==> src/hw/rtl/lse_pkg.sv <==
// ----------------------------------------------------------------------------
// lse_pkg - LSB stego embed/extract shared definitions
// Widths, register codes and mode codes for the embed/extract unit.
// ----------------------------------------------------------------------------
package lse_pkg;

    localparam int CARRIER_W = 8;
    localparam int LEN_W     = 32;
    localparam int POS_W     = 36;
    localparam int APB_AW    = 3;
    localparam int APB_DW    = 32;

    localparam logic [CARRIER_W-1:0] LSB_CLEAR_MASK = 8'hFE;

    // register index, taken from paddr[2]
    localparam logic REG_EXTRACT_MODE = 1'b0;
    localparam logic REG_EMBED_LENGTH = 1'b1;

    // extract_mode codes
    localparam logic MODE_EMBED   = 1'b0;
    localparam logic MODE_EXTRACT = 1'b1;

    typedef logic [POS_W-1:0] t_pos;
    typedef logic [LEN_W-1:0] t_len;
    typedef logic [CARRIER_W-1:0] t_byte;

endpackage

==> src/hw/rtl/lsb_stego_embed_extract_unit.sv <==
// ----------------------------------------------------------------------------
// lsb_stego_embed_extract_unit - LSB steganography embed / extract
// Hides or recovers one message bit per carrier byte LSB, with a length
// header in the first HEADER_BITS carrier bytes of each image.
//
//  Channel   Dir  Sync            Contents
//  s_axis    in   tvalid/tready   tdata: carrier_byte[7:0], message_byte[15:8]
//                                 tuser: start_of_image
//  m_axis    out  tvalid/tready   tdata: carrier_out, recovered_byte,
//                                 decoded_length; tuser: flags
//  apb       in   psel/penable    reg 0 extract_mode @0x0, reg 1 embed_length @0x4
//
// One transfer per cycle unless the output is stalled; each result is held in the output register.
// Per-item work is a 36-bit increment and compare against the total length.
// s_axis_tready drops only while the output register is full and stalled.
// i_rst_n is synchronous; reset clears all stream state and both registers.
// ----------------------------------------------------------------------------
module lsb_stego_embed_extract_unit #(
    parameter int HEADER_BITS = 32
) (
    input  logic        i_clk,
    input  logic        i_rst_n,
    // input stream
    input  logic        s_axis_tvalid,
    output logic        s_axis_tready,
    input  logic [15:0] s_axis_tdata,   // carrier_byte[7:0], message_byte[15:8]
    input  logic        s_axis_tuser,   // start_of_image
    // output stream
    output logic        m_axis_tvalid,
    input  logic        m_axis_tready,
    output logic [47:0] m_axis_tdata,   // carrier_out[7:0], recovered_byte[15:8],
                                        // decoded_length[47:16]
    output logic [2:0]  m_axis_tuser,   // recovered_valid[0], need_message_byte[1],
                                        // finished[2]
    // configuration
    input  logic                        psel,
    input  logic                        penable,
    input  logic                        pwrite,
    input  logic [lse_pkg::APB_AW-1:0]  paddr,
    input  logic [lse_pkg::APB_DW-1:0]  pwdata,
    output logic [lse_pkg::APB_DW-1:0]  prdata,
    output logic                        pready
);

    localparam logic [lse_pkg::LEN_W-1:0] HDR_MASK =
        lse_pkg::LEN_W'((64'd1 << HEADER_BITS) - 64'd1);
    localparam lse_pkg::t_pos HDR_BITS_POS = lse_pkg::POS_W'(HEADER_BITS);
    localparam logic [2:0]   HDR_BITS_LO  = 3'(HEADER_BITS % 8);

    // configuration registers
    logic          r_extract_mode;
    lse_pkg::t_len r_embed_length;

    // stream state
    lse_pkg::t_pos  r_pos,  n_pos;
    lse_pkg::t_len  r_latch, n_latch;
    lse_pkg::t_byte r_asm,  n_asm;
    lse_pkg::t_byte r_held, n_held;
    logic           r_done, n_done;

    // output register
    logic           r_out_valid;
    lse_pkg::t_byte r_carrier_out,  n_carrier_out;
    lse_pkg::t_byte r_rec_byte,     n_rec_byte;
    logic           r_rec_valid,    n_rec_valid;
    logic           r_need,         n_need;
    lse_pkg::t_len  r_dec_len,      n_dec_len;
    logic           r_finished;

    logic           s_accept;
    logic           cfg_write;
    logic           sof;
    lse_pkg::t_byte carrier;
    lse_pkg::t_byte msg;
    lse_pkg::t_pos  p;
    lse_pkg::t_len  latch_in;
    lse_pkg::t_byte asm_in;
    lse_pkg::t_byte held_in;
    logic           done_in;
    logic           in_header;
    logic [2:0]     k;
    logic           bit_out;
    lse_pkg::t_pos  total_bits;

    assign pready    = 1'b1;
    assign cfg_write = psel & penable & pwrite & pready;
    assign prdata    = (paddr[2] == lse_pkg::REG_EMBED_LENGTH) ? r_embed_length
                     : {{(lse_pkg::APB_DW-1){1'b0}}, r_extract_mode};

    always_ff @(posedge i_clk) begin
        if (!i_rst_n) begin
            r_extract_mode <= lse_pkg::MODE_EMBED;
            r_embed_length <= '0;
        end else if (cfg_write) begin
            case (paddr[2])
                lse_pkg::REG_EXTRACT_MODE: r_extract_mode <= pwdata[0];
                lse_pkg::REG_EMBED_LENGTH: r_embed_length <= pwdata;
                default: ;
            endcase
        end
    end

    assign s_axis_tready = !r_out_valid || m_axis_tready;
    assign s_accept      = s_axis_tvalid && s_axis_tready;

    assign sof     = s_axis_tuser;
    assign carrier = s_axis_tdata[7:0];
    assign msg     = s_axis_tdata[15:8];

    // start of image clears the state before the item is handled
    assign p        = sof ? '0 : r_pos;
    assign latch_in = sof ? '0 : r_latch;
    assign asm_in   = sof ? '0 : r_asm;
    assign held_in  = sof ? '0 : r_held;
    assign done_in  = sof ? 1'b0 : r_done;

    assign in_header = (p < HDR_BITS_POS);
    assign k         = p[2:0] - HDR_BITS_LO;

    always_comb begin
        n_pos         = p;
        n_latch       = latch_in;
        n_asm         = asm_in;
        n_held        = held_in;
        n_carrier_out = carrier;
        n_rec_byte    = '0;
        n_rec_valid   = 1'b0;
        n_need        = 1'b0;
        bit_out       = 1'b0;
        if (!done_in) begin
            if (r_extract_mode == lse_pkg::MODE_EMBED) begin
                if (p == '0) begin
                    n_latch = r_embed_length & HDR_MASK;
                end
                if (in_header) begin
                    bit_out = n_latch[p[4:0]];
                end else begin
                    if (k == 3'd0) begin
                        n_held = msg;
                        n_need = 1'b1;
                    end
                    bit_out = n_held[k];
                end
                n_carrier_out = (carrier & lse_pkg::LSB_CLEAR_MASK)
                              | {7'd0, bit_out};
            end else begin
                if (in_header) begin
                    n_latch[p[4:0]] = latch_in[p[4:0]] | carrier[0];
                end else begin
                    n_asm[k] = asm_in[k] | carrier[0];
                    if (k == 3'd7) begin
                        n_rec_byte  = n_asm;
                        n_rec_valid = 1'b1;
                        n_asm       = '0;
                    end
                end
            end
            n_pos = p + lse_pkg::POS_W'(1);
        end
        n_dec_len = (r_extract_mode == lse_pkg::MODE_EXTRACT) ? n_latch : '0;
    end

    assign total_bits = HDR_BITS_POS + {1'b0, n_latch, 3'b000};
    assign n_done     = done_in || (n_pos >= total_bits);

    always_ff @(posedge i_clk) begin
        if (!i_rst_n) begin
            r_pos   <= '0;
            r_latch <= '0;
            r_asm   <= '0;
            r_held  <= '0;
            r_done  <= 1'b0;
        end else if (s_accept) begin
            r_pos   <= n_pos;
            r_latch <= n_latch;
            r_asm   <= n_asm;
            r_held  <= n_held;
            r_done  <= n_done;
        end
    end

    always_ff @(posedge i_clk) begin
        if (!i_rst_n) begin
            r_out_valid <= 1'b0;
        end else if (s_accept) begin
            r_out_valid <= 1'b1;
        end else if (m_axis_tready) begin
            r_out_valid <= 1'b0;
        end
    end

    always_ff @(posedge i_clk) begin
        if (s_accept) begin
            r_carrier_out <= n_carrier_out;
            r_rec_byte    <= n_rec_byte;
            r_rec_valid   <= n_rec_valid;
            r_need        <= n_need;
            r_dec_len     <= n_dec_len;
            r_finished    <= n_done;
        end
    end

    assign m_axis_tvalid = r_out_valid;
    assign m_axis_tdata  = {r_dec_len, r_rec_byte, r_carrier_out};
    assign m_axis_tuser  = {r_finished, r_need, r_rec_valid};

    // ------------------------------------------------------------------------
    // assertions
    // ------------------------------------------------------------------------
    a_done_after_header: assert property (@(posedge i_clk) disable iff (!i_rst_n)
        r_done |-> (r_pos >= HDR_BITS_POS))
        else $error("done set inside header");

    a_pos_holds_when_done: assert property (@(posedge i_clk) disable iff (!i_rst_n)
        (s_accept && !sof && r_done) |=> $stable(r_pos))
        else $error("bit position moved after done");

    a_need_excludes_rec: assert property (@(posedge i_clk) disable iff (!i_rst_n)
        r_out_valid |-> !(r_need && r_rec_valid))
        else $error("embed and extract flags together");

    a_rec_byte_zero: assert property (@(posedge i_clk) disable iff (!i_rst_n)
        (r_out_valid && !r_rec_valid) |-> (r_rec_byte == '0))
        else $error("recovered byte set without valid");

endmodule

==> config.mk <==
export PLATFORM = sky130hd
export DESIGN_NAME = lsb_stego_embed_extract_unit
export DESIGN_NICKNAME = d
export VERILOG_FILES = /design/src/hw/rtl/lse_pkg.sv /design/src/hw/rtl/lsb_stego_embed_extract_unit.sv
export SDC_FILE = /design/constraint.sdc
export NUM_CORES = 1
export LEC_CHECK = 0
export BUFFER_PORTS_ARGS = -buffer_cell sky130_fd_sc_hd__buf_4
export CORE_MARGIN = 5
export CORE_UTILIZATION = 25
export DETAILED_ROUTE_END_ITERATION = 7
export SLEW_MARGIN = 30
export SYNTH_ARGS = -nofsm -noshare
export SYNTH_HDL_FRONTEND = slang
export SYNTH_SLANG_ARGS = --single-unit
==> constraint.sdc <==
create_clock -name i_clk -period 6.05 [get_ports i_clk]
set_input_delay 0.3025 -clock i_clk [delete_from_list [all_inputs] [get_ports i_clk]]
set_output_delay 0.3025 -clock i_clk [all_outputs]
set_load 0.02 [all_outputs]
==> flow_metrics.env <==
export IMPL_viasPerCell=5.33
export IMPL_hold_violations=0
export IMPL_syn_nets=1559
export IMPL_ir_worst_vdd_mv=0.187
export IMPL_rows=78
export IMPL_post_cts_resized=0
export IMPL_synth_avg_cell_area_um2=7.89
export IMPL_fin_ws_ps=400
export IMPL_ctsHtreeMaxLevel=4
export IMPL_place_ws_ps=509
export IMPL_synthFlopType="dfxtp_1"
export IMPL_grt_pass1_wl_um=68600
export IMPL_clk_pin_slew_ps=80
export IMPL_place_inst=2195
export IMPL_cap_violations=0
export IMPL_initial_utilization_pct=25.3
export IMPL_p_per_area_mw_per_mm2=216
export IMPL_syn_inst=1461
export IMPL_cts_hold_buf=7
export IMPL_clockBufferDepth=2
export IMPL_grt_total_usage_pct=17.2
export IMPL_fin_area_mm2=0.0143
export IMPL_synth_top_family_by_area="simple AND/OR/NAND/NOR gates"
export IMPL_hold_path_class="primary input to flip-flop"
export IMPL_grt_overflow=0
export IMPL_synth_xor_area_share_pct=4.48
export IMPL_clockRootBuffer="clkbuf_16"
export IMPL_synth_async_reset_ratio_pct=0
export IMPL_cp_end_kind="flip-flop"
export IMPL_io_pins=145
export IMPL_nets=1719
export IMPL_synthMuxAreaShare_pct=2.77
export IMPL_hpwl_um=33300
export IMPL_grt_max_degree=82
export IMPL_globalplace_congestion=0.992
export IMPL_cts_tree="yes"
export IMPL_wl_um=45100
export IMPL_clock_fmax_mhz=177
export IMPL_setup_tns_ps=0
export IMPL_die_w_um=225
export IMPL_slew_headroom_pct=36.7
export IMPL_cts_num_sinks=170
export IMPL_antenna_left=0
export IMPL_drtPass1Iterations=5
export IMPL_syn_area_mm2=0.0115
export IMPL_max_slew_worst_pin_slew_ps=937
export IMPL_area_growth_pct=24.3
export IMPL_yosysWarnings=0
export IMPL_synth_simple_area_share_pct=28.3
export IMPL_crit_fanout=9
export IMPL_status="finished, final reports clean"
export IMPL_timing_final_crit_share_pct=93.4
export IMPL_place_area_mm2=0.0137
export IMPL_drcViolationCount=0
export IMPL_power_leakage_nw=5.26
export IMPL_ys_ff_latch=170
export IMPL_synth_compound_area_share_pct=21.5
export IMPL_io_buffer_count=141
export IMPL_antenna_found_initial=0
export IMPL_vias=11923
export IMPL_rsz0062_at_grt="false"
export IMPL_core_area_mm2=0.0455
export IMPL_post_cts_setup_buffers=0
export IMPL_drv_slew=0
export IMPL_startpoint_type="flip-flop"
export IMPL_finClkSkew_ps=13.2
export IMPL_first_global_vias=11411
export IMPL_setup_viol=0
export IMPL_cp_required_ps=6280
export IMPL_wl_per_cell_um=20.2
export IMPL_drtIter0Drc=1335
export IMPL_dieHeight_um=225
export IMPL_fin_crit_ps=5650
export IMPL_clk_latency_ps=470
export IMPL_design_die_area_mm2=0.0505
export IMPL_final_cells=2235
export IMPL_synthAdderAreaFrac_pct=4.23
export IMPL_drive_above_1_share_pct=19.2
export IMPL_synth_edf_count=51
export IMPL_cp_arrival_ps=5880
export IMPL_critPathKind="flip-flop to flip-flop"
export IMPL_cts_buffers=17
export IMPL_fin_util_pct=31.5
export IMPL_ys_seq_area_share_pct=34.0
export IMPL_synth_cell_types=86
-- layout make-up --
type	instances	area [um^2]
sequential	170	3920
multi-input combinational	1160	7090
timing repair buffer	246	1890
clock buffer	20	459
antenna	1	2.50
inverter	26	104
tap	600	751
fill	4893	31200
clock inverter	12	111
-- through the flow --
stage	hold slack (ps)	power [mW]
CTS	57.0	3.11
global placement	442	1.99
finish	87.7	3.09
detailed placement	448	1.99
global route	76.5	3.22
floorplan	401	1.68
-- sequential cells by signal, indices dropped and copies added, names as in the netlist --
register / count
r_held: 8
r_asm: 8
r_extract_mode: 1
r_done: 1
m_axis_tvalid: 1
r_need: 1
r_pos: 36
r_rec_byte: 8
r_latch: 32
r_finished: 1
r_carrier_out: 8
r_dec_len: 32
r_embed_length: 32
r_rec_valid: 1
-- per-layer routing --
metal / share of wire, % / global-route usage (%)
met5: 0 / 0
met1: 45 / 24.1
met3: 7.5 / 4.03
met2: 45 / 26.3
met4: 2.7 / 5.70
-- synthesized netlist by cell type, types with 10 or more instances --
| library cell | instances | share of area (%) |
|---|---|---|
| nand2_1 | 249 | 8.1 |
| nor2_1 | 142 | 4.6 |
| a21oi_1 | 133 | 5.8 |
| dfxtp_1 | 119 | 21 |
| clkbuf_1 | 82 | 2.7 |
| and2_1 | 60 | 3.3 |
| o21ai_0 | 52 | 2.3 |
| edfxtp_1 | 51 | 13 |
| nand3_1 | 40 | 1.7 |
| ha_1 | 39 | 4.2 |
| nor3_1 | 36 | 1.6 |
| xor2_1 | 30 | 2.3 |
| xnor2_1 | 29 | 2.2 |
| nand4_1 | 28 | 1.5 |
| inv_1 | 24 | 0.78 |
| nor2b_1 | 23 | 1.2 |
| a21o_1 | 17 | 1.1 |
| o211ai_1 | 17 | 1.1 |
| a31oi_1 | 15 | 0.81 |
| mux2i_1 | 15 | 1.3 |
| a22oi_1 | 13 | 0.85 |
| and3_1 | 13 | 0.71 |
| nor4_1 | 13 | 0.71 |
| a221o_1 | 11 | 0.96 |
| nand2b_1 | 11 | 0.60 |
| a211oi_1 | 10 | 0.65 |
-- kinds of logic (layout without fill, tap and decap cells) --
family                   Yosys count  after routing
AND/OR/NAND/NOR                  672            672
AO/OA/AOI/OAI                    365            365
flip-flops                       170            170
buffers and inverters            131            304
XOR/XNOR                          59             59
adder cells (fa/ha/maj)           39             39
multiplexers                      24             24
other                              1              2
-- power by group --
group          total, mW  internal, mW  switching, mW  leakage, nW
Combinational      0.721         0.269          0.452         3.51
Sequential          1.26          1.22         0.0464         1.48
Clock               1.10         0.595          0.509        0.272
-- cells in the final DEF, fill, tap and decap left out, types with 17 or more instances in the layout --
cell type,count
clkbuf_16,18
nand4_1,28
xor2_1,30
edfxtp_1,51
and2_1,60
nor3_1,36
buf_4,237
a21oi_1,133
o211ai_1,17
dfxtp_1,118
a21o_1,17
inv_1,23
o21ai_0,52
nor2b_1,23
nand3_1,40
xnor2_1,29
ha_1,39
nand2_1,248
nor2_1,141
-- worst paths after layout --
path | end | from | depth (start not counted) | slack, ps
max | r_finished | r_pos[2] | 20 | 400
max reg2reg | r_finished | r_pos[2] | 20 | 400
min | r_embed_length[2] | pwdata[2] | 3 | 90
min reg2reg | r_embed_length[28] | r_embed_length[28] | 2 | 460
-- critical path, stage by stage, from the launching register on --
cell and delay [ps]:
dfxtp_1 420, buf_4 230, or4_4 540, o22ai_1 240
o22ai_1 140, a221oi_4 480, nor2_4 100, buf_4 190
nand2_1 60, o21ai_0 80, a221oi_1 480, ha_1 330
inv_1 60, o41a_1 180, o21ai_0 110, a2111oi_0 630
o31ai_1 190, a2111oi_0 460, buf_4 190, o221ai_1 140
o21a_1 150
Power figures use the tool's default switching activity.
